**src/rtl/cia_pkg.sv**
```systemverilog
// Package for the checked integer ALU: operation codes, control bundle, defaults.
// No dependencies; used by the interfaces, the divide cell and the top level.
`default_nettype none
package cia_pkg;

    localparam int DATA_WIDTH_DEF = 32;
    localparam int PORT_WIDTH     = 32;
    localparam int FUNC_WIDTH     = 2;

    typedef enum logic [FUNC_WIDTH-1:0] {
        FUNC_ADD = 2'd0,
        FUNC_SUB = 2'd1,
        FUNC_MUL = 2'd2,
        FUNC_DIV = 2'd3
    } t_func;

    // control that travels with each request down the cell chain
    typedef struct packed {
        logic vld;
        logic is_div;
        logic err;
        logic qneg;
    } t_ctl;

endpackage
`default_nettype wire

```
**src/rtl/cia_div_cell.sv**
```systemverilog
// One cell of the divide chain: a restoring division step, registered.
// Control and result of non-divide requests pass through unchanged. Depends on cia_pkg.
`default_nettype none
module cia_div_cell #(
    parameter int W = cia_pkg::DATA_WIDTH_DEF
) (
    input  wire logic          i_clk,
    input  wire logic          i_rst_n,
    input  wire logic          i_en,
    input  wire cia_pkg::t_ctl i_ctl,
    input  wire logic [W-1:0]  i_rem,
    input  wire logic [W-1:0]  i_dq,
    input  wire logic [W-1:0]  i_dvs,
    input  wire logic [W-1:0]  i_res,
    output cia_pkg::t_ctl      o_ctl,
    output logic [W-1:0]       o_rem,
    output logic [W-1:0]       o_dq,
    output logic [W-1:0]       o_dvs,
    output logic [W-1:0]       o_res
);

    logic [W:0]   rem2;
    logic [W:0]   diff;
    logic         take;
    logic [W-1:0] n_rem;
    logic [W-1:0] n_dq;

    // shift in the next dividend bit, subtract when it fits
    always_comb begin
        rem2  = {i_rem, i_dq[W-1]};
        diff  = rem2 - {1'b0, i_dvs};
        take  = (rem2 >= {1'b0, i_dvs});
        n_rem = take ? diff[W-1:0] : rem2[W-1:0];
        n_dq  = {i_dq[W-2:0], take};
    end

    always_ff @(posedge i_clk) begin
        if (!i_rst_n) begin
            o_ctl <= '0;
        end else if (i_en) begin
            o_ctl <= i_ctl;
        end
    end

    always_ff @(posedge i_clk) begin
        if (i_en) begin
            o_rem <= n_rem;
            o_dq  <= n_dq;
            o_dvs <= i_dvs;
            o_res <= i_res;
        end
    end

endmodule
`default_nettype wire
```
**config.mk**
```make
export PLATFORM = sky130hd
export DESIGN_NAME = cia_div_cell
export DESIGN_NICKNAME = d
export VERILOG_FILES = /design/src/rtl/cia_pkg.sv /design/src/rtl/cia_div_cell.sv
export SDC_FILE = /design/constraint.sdc
export NUM_CORES = 1
export LEC_CHECK = 0
export ABC_CLOCK_PERIOD_IN_PS = 4550
export BUFFER_PORTS_ARGS = -buffer_cell sky130_fd_sc_hd__buf_4
export CAP_MARGIN = 20
export CORE_MARGIN = 4
export CORE_UTILIZATION = 52
export DETAILED_ROUTE_END_ITERATION = 7
export MAX_ROUTING_LAYER = met4
export PLACE_DENSITY = 0.85
export SLEW_MARGIN = 40
export SYNTH_ARGS = -nofsm -noshare
export SYNTH_HDL_FRONTEND = slang
export SYNTH_SLANG_ARGS = --single-unit
```
**constraint.sdc**
```tcl
create_clock -name i_clk -period 4.55 [get_ports i_clk]
set_input_delay 0.455 -clock i_clk [delete_from_list [all_inputs] [get_ports i_clk]]
set_output_delay 0.455 -clock i_clk [all_outputs]
set_load 0.005 [all_outputs]
```
# Yosys cells after proc, flatten, opt, wreduce, memory -nomap -nowiden
# Index checks and enable logic that the tools add are counted.
# W data, S select, Z words.
[op_classes]
add_sub_neg = 1
n_lt_le_gt_ge = 1
n_mux = 1
[ops]
columns = ["cell", "n"]
rows = [
  ["$ge A33 B32 Y1", 1],
  ["$mux W32", 1],
  ["$sub A32 B32 Y32", 1],
]
[word_totals]
ff_bits = 132
input_bits = 135
wordCells = 11

# Depth between registers and ports, before layout
[logic_depth]
word_depth = 2
mapped_depth = 13
depth_no_buf = 12

# Worst setup path after synthesis
# No wires, ideal clock.
[synth_timing]
path_type = "input-to-reg"
from = "input port i_dvs[7]"
to = "register o_rem[13] (data pin)"
setup_time_ps = 262
arrival_time_ps = 2964
t_required_ps = 4288
path_slack_ps = 1324
cell_stages = 12
cell_sequence = "inv_1 -> ha_1 -> buf_2 -> nand4_1 -> or4_1 -> a21oi_1 -> nor3_1 -> a211oi_2 -> o21ai_2 -> o31ai_4 -> buf_4 -> mux2_1"
[synth_between]
elab_chain_cells = 2
[synth_rtl]
columns = ["item", "line", "text"]
rows = [
  ["start: declaration", "cia_div_cell.sv:13", "input wire logic [W-1:0] i_dvs,"],
  ["$sub A32 B32 Y32 / $ge A33 B32 Y1 (equally long branches)", "cia_div_cell.sv:31, cia_div_cell.sv:32", ""],
  ["$mux W32 *", "cia_div_cell.sv:33", "n_rem = take ? diff[W-1:0] : rem2[W-1:0];"],
  ["net n_rem[13]", "cia_div_cell.sv:25", "logic [W-1:0] n_rem;"],
  ["end signal: assignment", "cia_div_cell.sv:47", "o_rem <= n_rem;"],
  ["end: declaration", "cia_div_cell.sv:16", "output logic [W-1:0] o_rem,"],
]
# The timed path passes the listed nets; every way through them passes the cells marked *.
# A chain may end at the register's enable or synchronous reset.

# Worst setup path after layout
[layout_timing]
from = "input port i_dq[31]"
to = "register o_rem[30] (data pin)"
[layout_between]
elab_chain_cells = 2
[layout_rtl]
columns = ["item", "line", "text"]
rows = [
  ["start: declaration", "cia_div_cell.sv:12", "input wire logic [W-1:0] i_dq,"],
  ["$sub A32 B32 Y32 / $ge A33 B32 Y1 (equally long branches)", "cia_div_cell.sv:31, cia_div_cell.sv:32", ""],
  ["$mux W32 *", "cia_div_cell.sv:33", ""],
  ["net n_rem[30]", "cia_div_cell.sv:25", ""],
]
# Marks and branches as above.

==> flow_metrics.tcl <==
set metrics [dict create \
    critPathSlowestCell "fa_1" \
    crit_path_cell_trace "buf_4, inv_1, ha_1, fa_1, nand2b_1, a21oi_1, o21ai_0, o311a_1, a31oi_1, a21oi_1, o41ai_1, xor2_1, mux2_1" \
    topRoutingLayerUsed "met4" \
    routed-via-count 5173 \
    antenna_cells 0 \
    cts.reportedPaths.clkPinSlew_ns 0.06 \
    critPathArrivalTime_ns 3.53 \
    register_area_um2 3924 \
    dp_slack_ns 0.8870 \
    io_buffer_count 266 \
    cts_made_buffers 17 \
    critPathLaunchType "input port" \
    timing.final.crit_share 0.7406 \
    place.gp.congestion 0.9778 \
    final_layout_size_suffix_gt1_frac 0.3997 \
    vias_per_instance 5.678 \
    resized_after_cts 0 \
    setup.worst_path.start "i_dq[31]" \
    detail_route.first_pass.iterations 6 \
    path_delay_family "compound AO/OA/AOI/OAI gates" \
    report.final.setup_viol 0 \
    number_of_buffers_inserted_by_hold_repair_at_cts 0 \
    pin_count_of_the_biggest_net_entering_global_routing 102 \
    nFillCells 692 \
    route.detailed.wl_per_inst_um 22.15 \
    period_minus_slack_ns 3.370 \
    max-vdd-ir-drop_v 0.0002293 \
    cts_post_setup_buffers_inserted 0 \
    hold_ws_ns 0.2095 \
    max_slew.worst_pin.slew_ns 0.8221 \
    synth_nets 654 \
    final-max-slew-violation-count 0 \
    synth.top_cells.by_area "edfxtp_1 (62%), ha_1 (6.5%), a21oi_1 (4.5%), inv_1 (2.3%), nor2_1 (2.1%)" \
    first_iter_violations 501 \
    design.portCount 267 \
    floorplan.initialDensity 0.5363 \
    grt_usage 0.2962 \
    hold_class "in -> reg" \
    achievable-frequency_mhz 296.7 \
    worst-path-max-fanout 4 \
    timing.critical_path.slowest_cell_delay_ns 0.42 \
    total_leakage_power_nw 3.947 \
    critical-path-top-cell-by-count "a21oi_1" \
    final.setup_skew_ns 0 \
    fin_ws_ns 1.180 \
    netlist.area_leader.share 0.6197 \
    grt_pass1_vias 5125 \
    dr_wl_met3_um 2071 \
    worst_hold_startpoint "i_res[13]" \
    ctsLongestPathBuffers 2 \
    finalNetCount 923 \
    number_of_levels_the_h_tree_was_split_into 4 \
    power-per-cell-area_nw_per_um2 413.8 \
    drc 0 \
    rows 39 \
    multiInputGateArea_um2 2042 \
    run_status "finished clean" \
    routed_wirelength_um 20180 \
    fp.dieH_um 117.2 \
    met2RoutedLength_um 10410 \
    area_enclosed_by_the_die_boundary_um2 13740 \
    coreArea_um2 11560 \
    grt_pass1_wl_um 28790 \
    clock_sink_count 132 \
    worst_slew_margin_rel 0.4519 \
    critical_path_buf_inv_count 2 \
    number_of_antenna_violations_at_the_first_check_in_global_routing 0 \
    cap_violations 0 \
    path_type_of_the_worst_setup_path "in -> reg" \
    synth_top_area_cell "edfxtp_1" \
    root_buffer "clkbuf_16" \
    synth.most_common_cell "edfxtp_1" \
    avgSynthCellArea_um2 12.76 \
    sum_of_net_half_perimeters_after_detailed_placement_um 14130 \
    synth_cells 486 \
    timing.critical_path.required_ns 4.71 \
    die_w_um 117.2 \
    rsz_0062_raised_after_global_routing "false" \
    synth_flop_cell "edfxtp_1" \
    synth_sequential_area_ratio 0.6326 \
    tritoncts "built" \
    number_of_enable_flip_flop_cells_after_synthesis 128 \
    drt.antenna.violating_nets 0 \
    met1_length_um 6760 \
    r2r_start "o_ctl[1]" \
    flow.area_growth_from_synthesis_pct 44.28 \
    ys_top_cells_by_count "edfxtp_1 (128), a21oi_1 (56), inv_1 (38), nor2_1 (35), ha_1 (32)" \
    clock_latency_ns 0.42 \
    mappedNetlistArea_um2 6202 \
    yosys.cell_types.count 49 \
    timing.final.hold_violations 0 \
    numPlacedInstances 879 \
    synth_seq_cells 132 \
    tns_ns 0 \
    gr-total-overflow 0 \
    ys.warnings.count 0 \
    synth_async_sr_flop_share 0 \
    worst_setup_path_end_kind "flop" \
    final_instance_count_without_filler_cells 911 \
]
worst paths after layout:
kind / endpoint / slack, ns / cells after the start
worst max-delay path: o_rem[30] / 1.18 / 13
worst min-delay path: o_res[13] / 0.21 / 1
worst max register to register: o_ctl[1] / 3.82 / 2
worst min register to register: o_ctl[3] / 0.57 / 2
routing by layer:
metal | up-vias | track usage
li1 | 2341 | -
met1 | 2481 | 0.3063
met2 | 290 | 0.5053
met3 | 61 | 0.09100
met4 | 0 | 0.1544
met5 | - | -
power by group:
part | switching, mW | total, mW | internal [mW]
Combinational | 0.338 | 0.688 | 0.350
Clock | 0.524 | 1.49 | 0.971
Sequential | 0.0402 | 1.52 | 1.48
Total | 0.902 | 3.70 | 2.80
sequential cells by signal (all words and copies together) (netlist names):
name and count:
o_dq 32, o_res 32, o_dvs 32, o_rem 32
o_ctl 4
layout make-up:
| class | count | area share |
|---|---|---|
| Timing Repair Buffer | 269 | 0.2264 |
| Inverter | 38 | 0.01594 |
| Multi-Input combinational cell | 297 | 0.2282 |
| Tap cell | 143 | 0.01999 |
| Sequential cell | 132 | 0.4385 |
| Clock buffer | 19 | 0.04838 |
| Clock inverter | 13 | 0.02265 |
per-stage QoR:
step	total power, mW	instance area, µm²	utilization
after floorplan	1.829	6202	-
after global placement	2.188	8310	0.7186
after detailed placement	2.210	8310	0.7186
after CTS	3.718	8946	0.7736
after global routing	3.837	8949	0.7738
final	3.703	8949	0.7738
layout by cell type (no fill, tap or decap), types with 3 or more instances in the layout:
cell	Yosys	final
o21a_1	6	6
nand3_1	8	8
nand2_1	26	26
o211ai_1	4	4
a31oi_1	5	5
a211oi_1	3	3
dfxtp_1	4	4
clkbuf_16	0	17
mux2_2	6	6
nand2b_1	3	3
nor2b_1	7	7
ha_1	32	32
xnor2_1	15	15
a21oi_1	56	56
o21bai_1	3	3
o21ai_0	16	16
bufinv_16	0	5
a21o_1	12	12
mux2_1	4	4
inv_1	38	38
nor4_1	4	4
nand4_1	8	8
nor2_1	35	35
buf_4	3	268
edfxtp_1	128	128
xor2_1	12	12
mux2i_1	5	5
clkinvlp_4	0	3
kinds of logic (layout without fill, tap and decap cells):
logic type               after synthesis  count (layout)  share of synthesized area
AO/OA/AOI/OAI                        119             119                     0.1180
XOR/XNOR                              27              27                    0.03813
adder cells (fa/ha/maj)               33              33                    0.06778
buffers and inverters                 57             339                    0.03813
flip-flops                           132             132                     0.6326
multiplexers                          15              15                    0.02622
AND/OR/NAND/NOR                      103             103                    0.07908
Power figures use the tool's default switching activity.
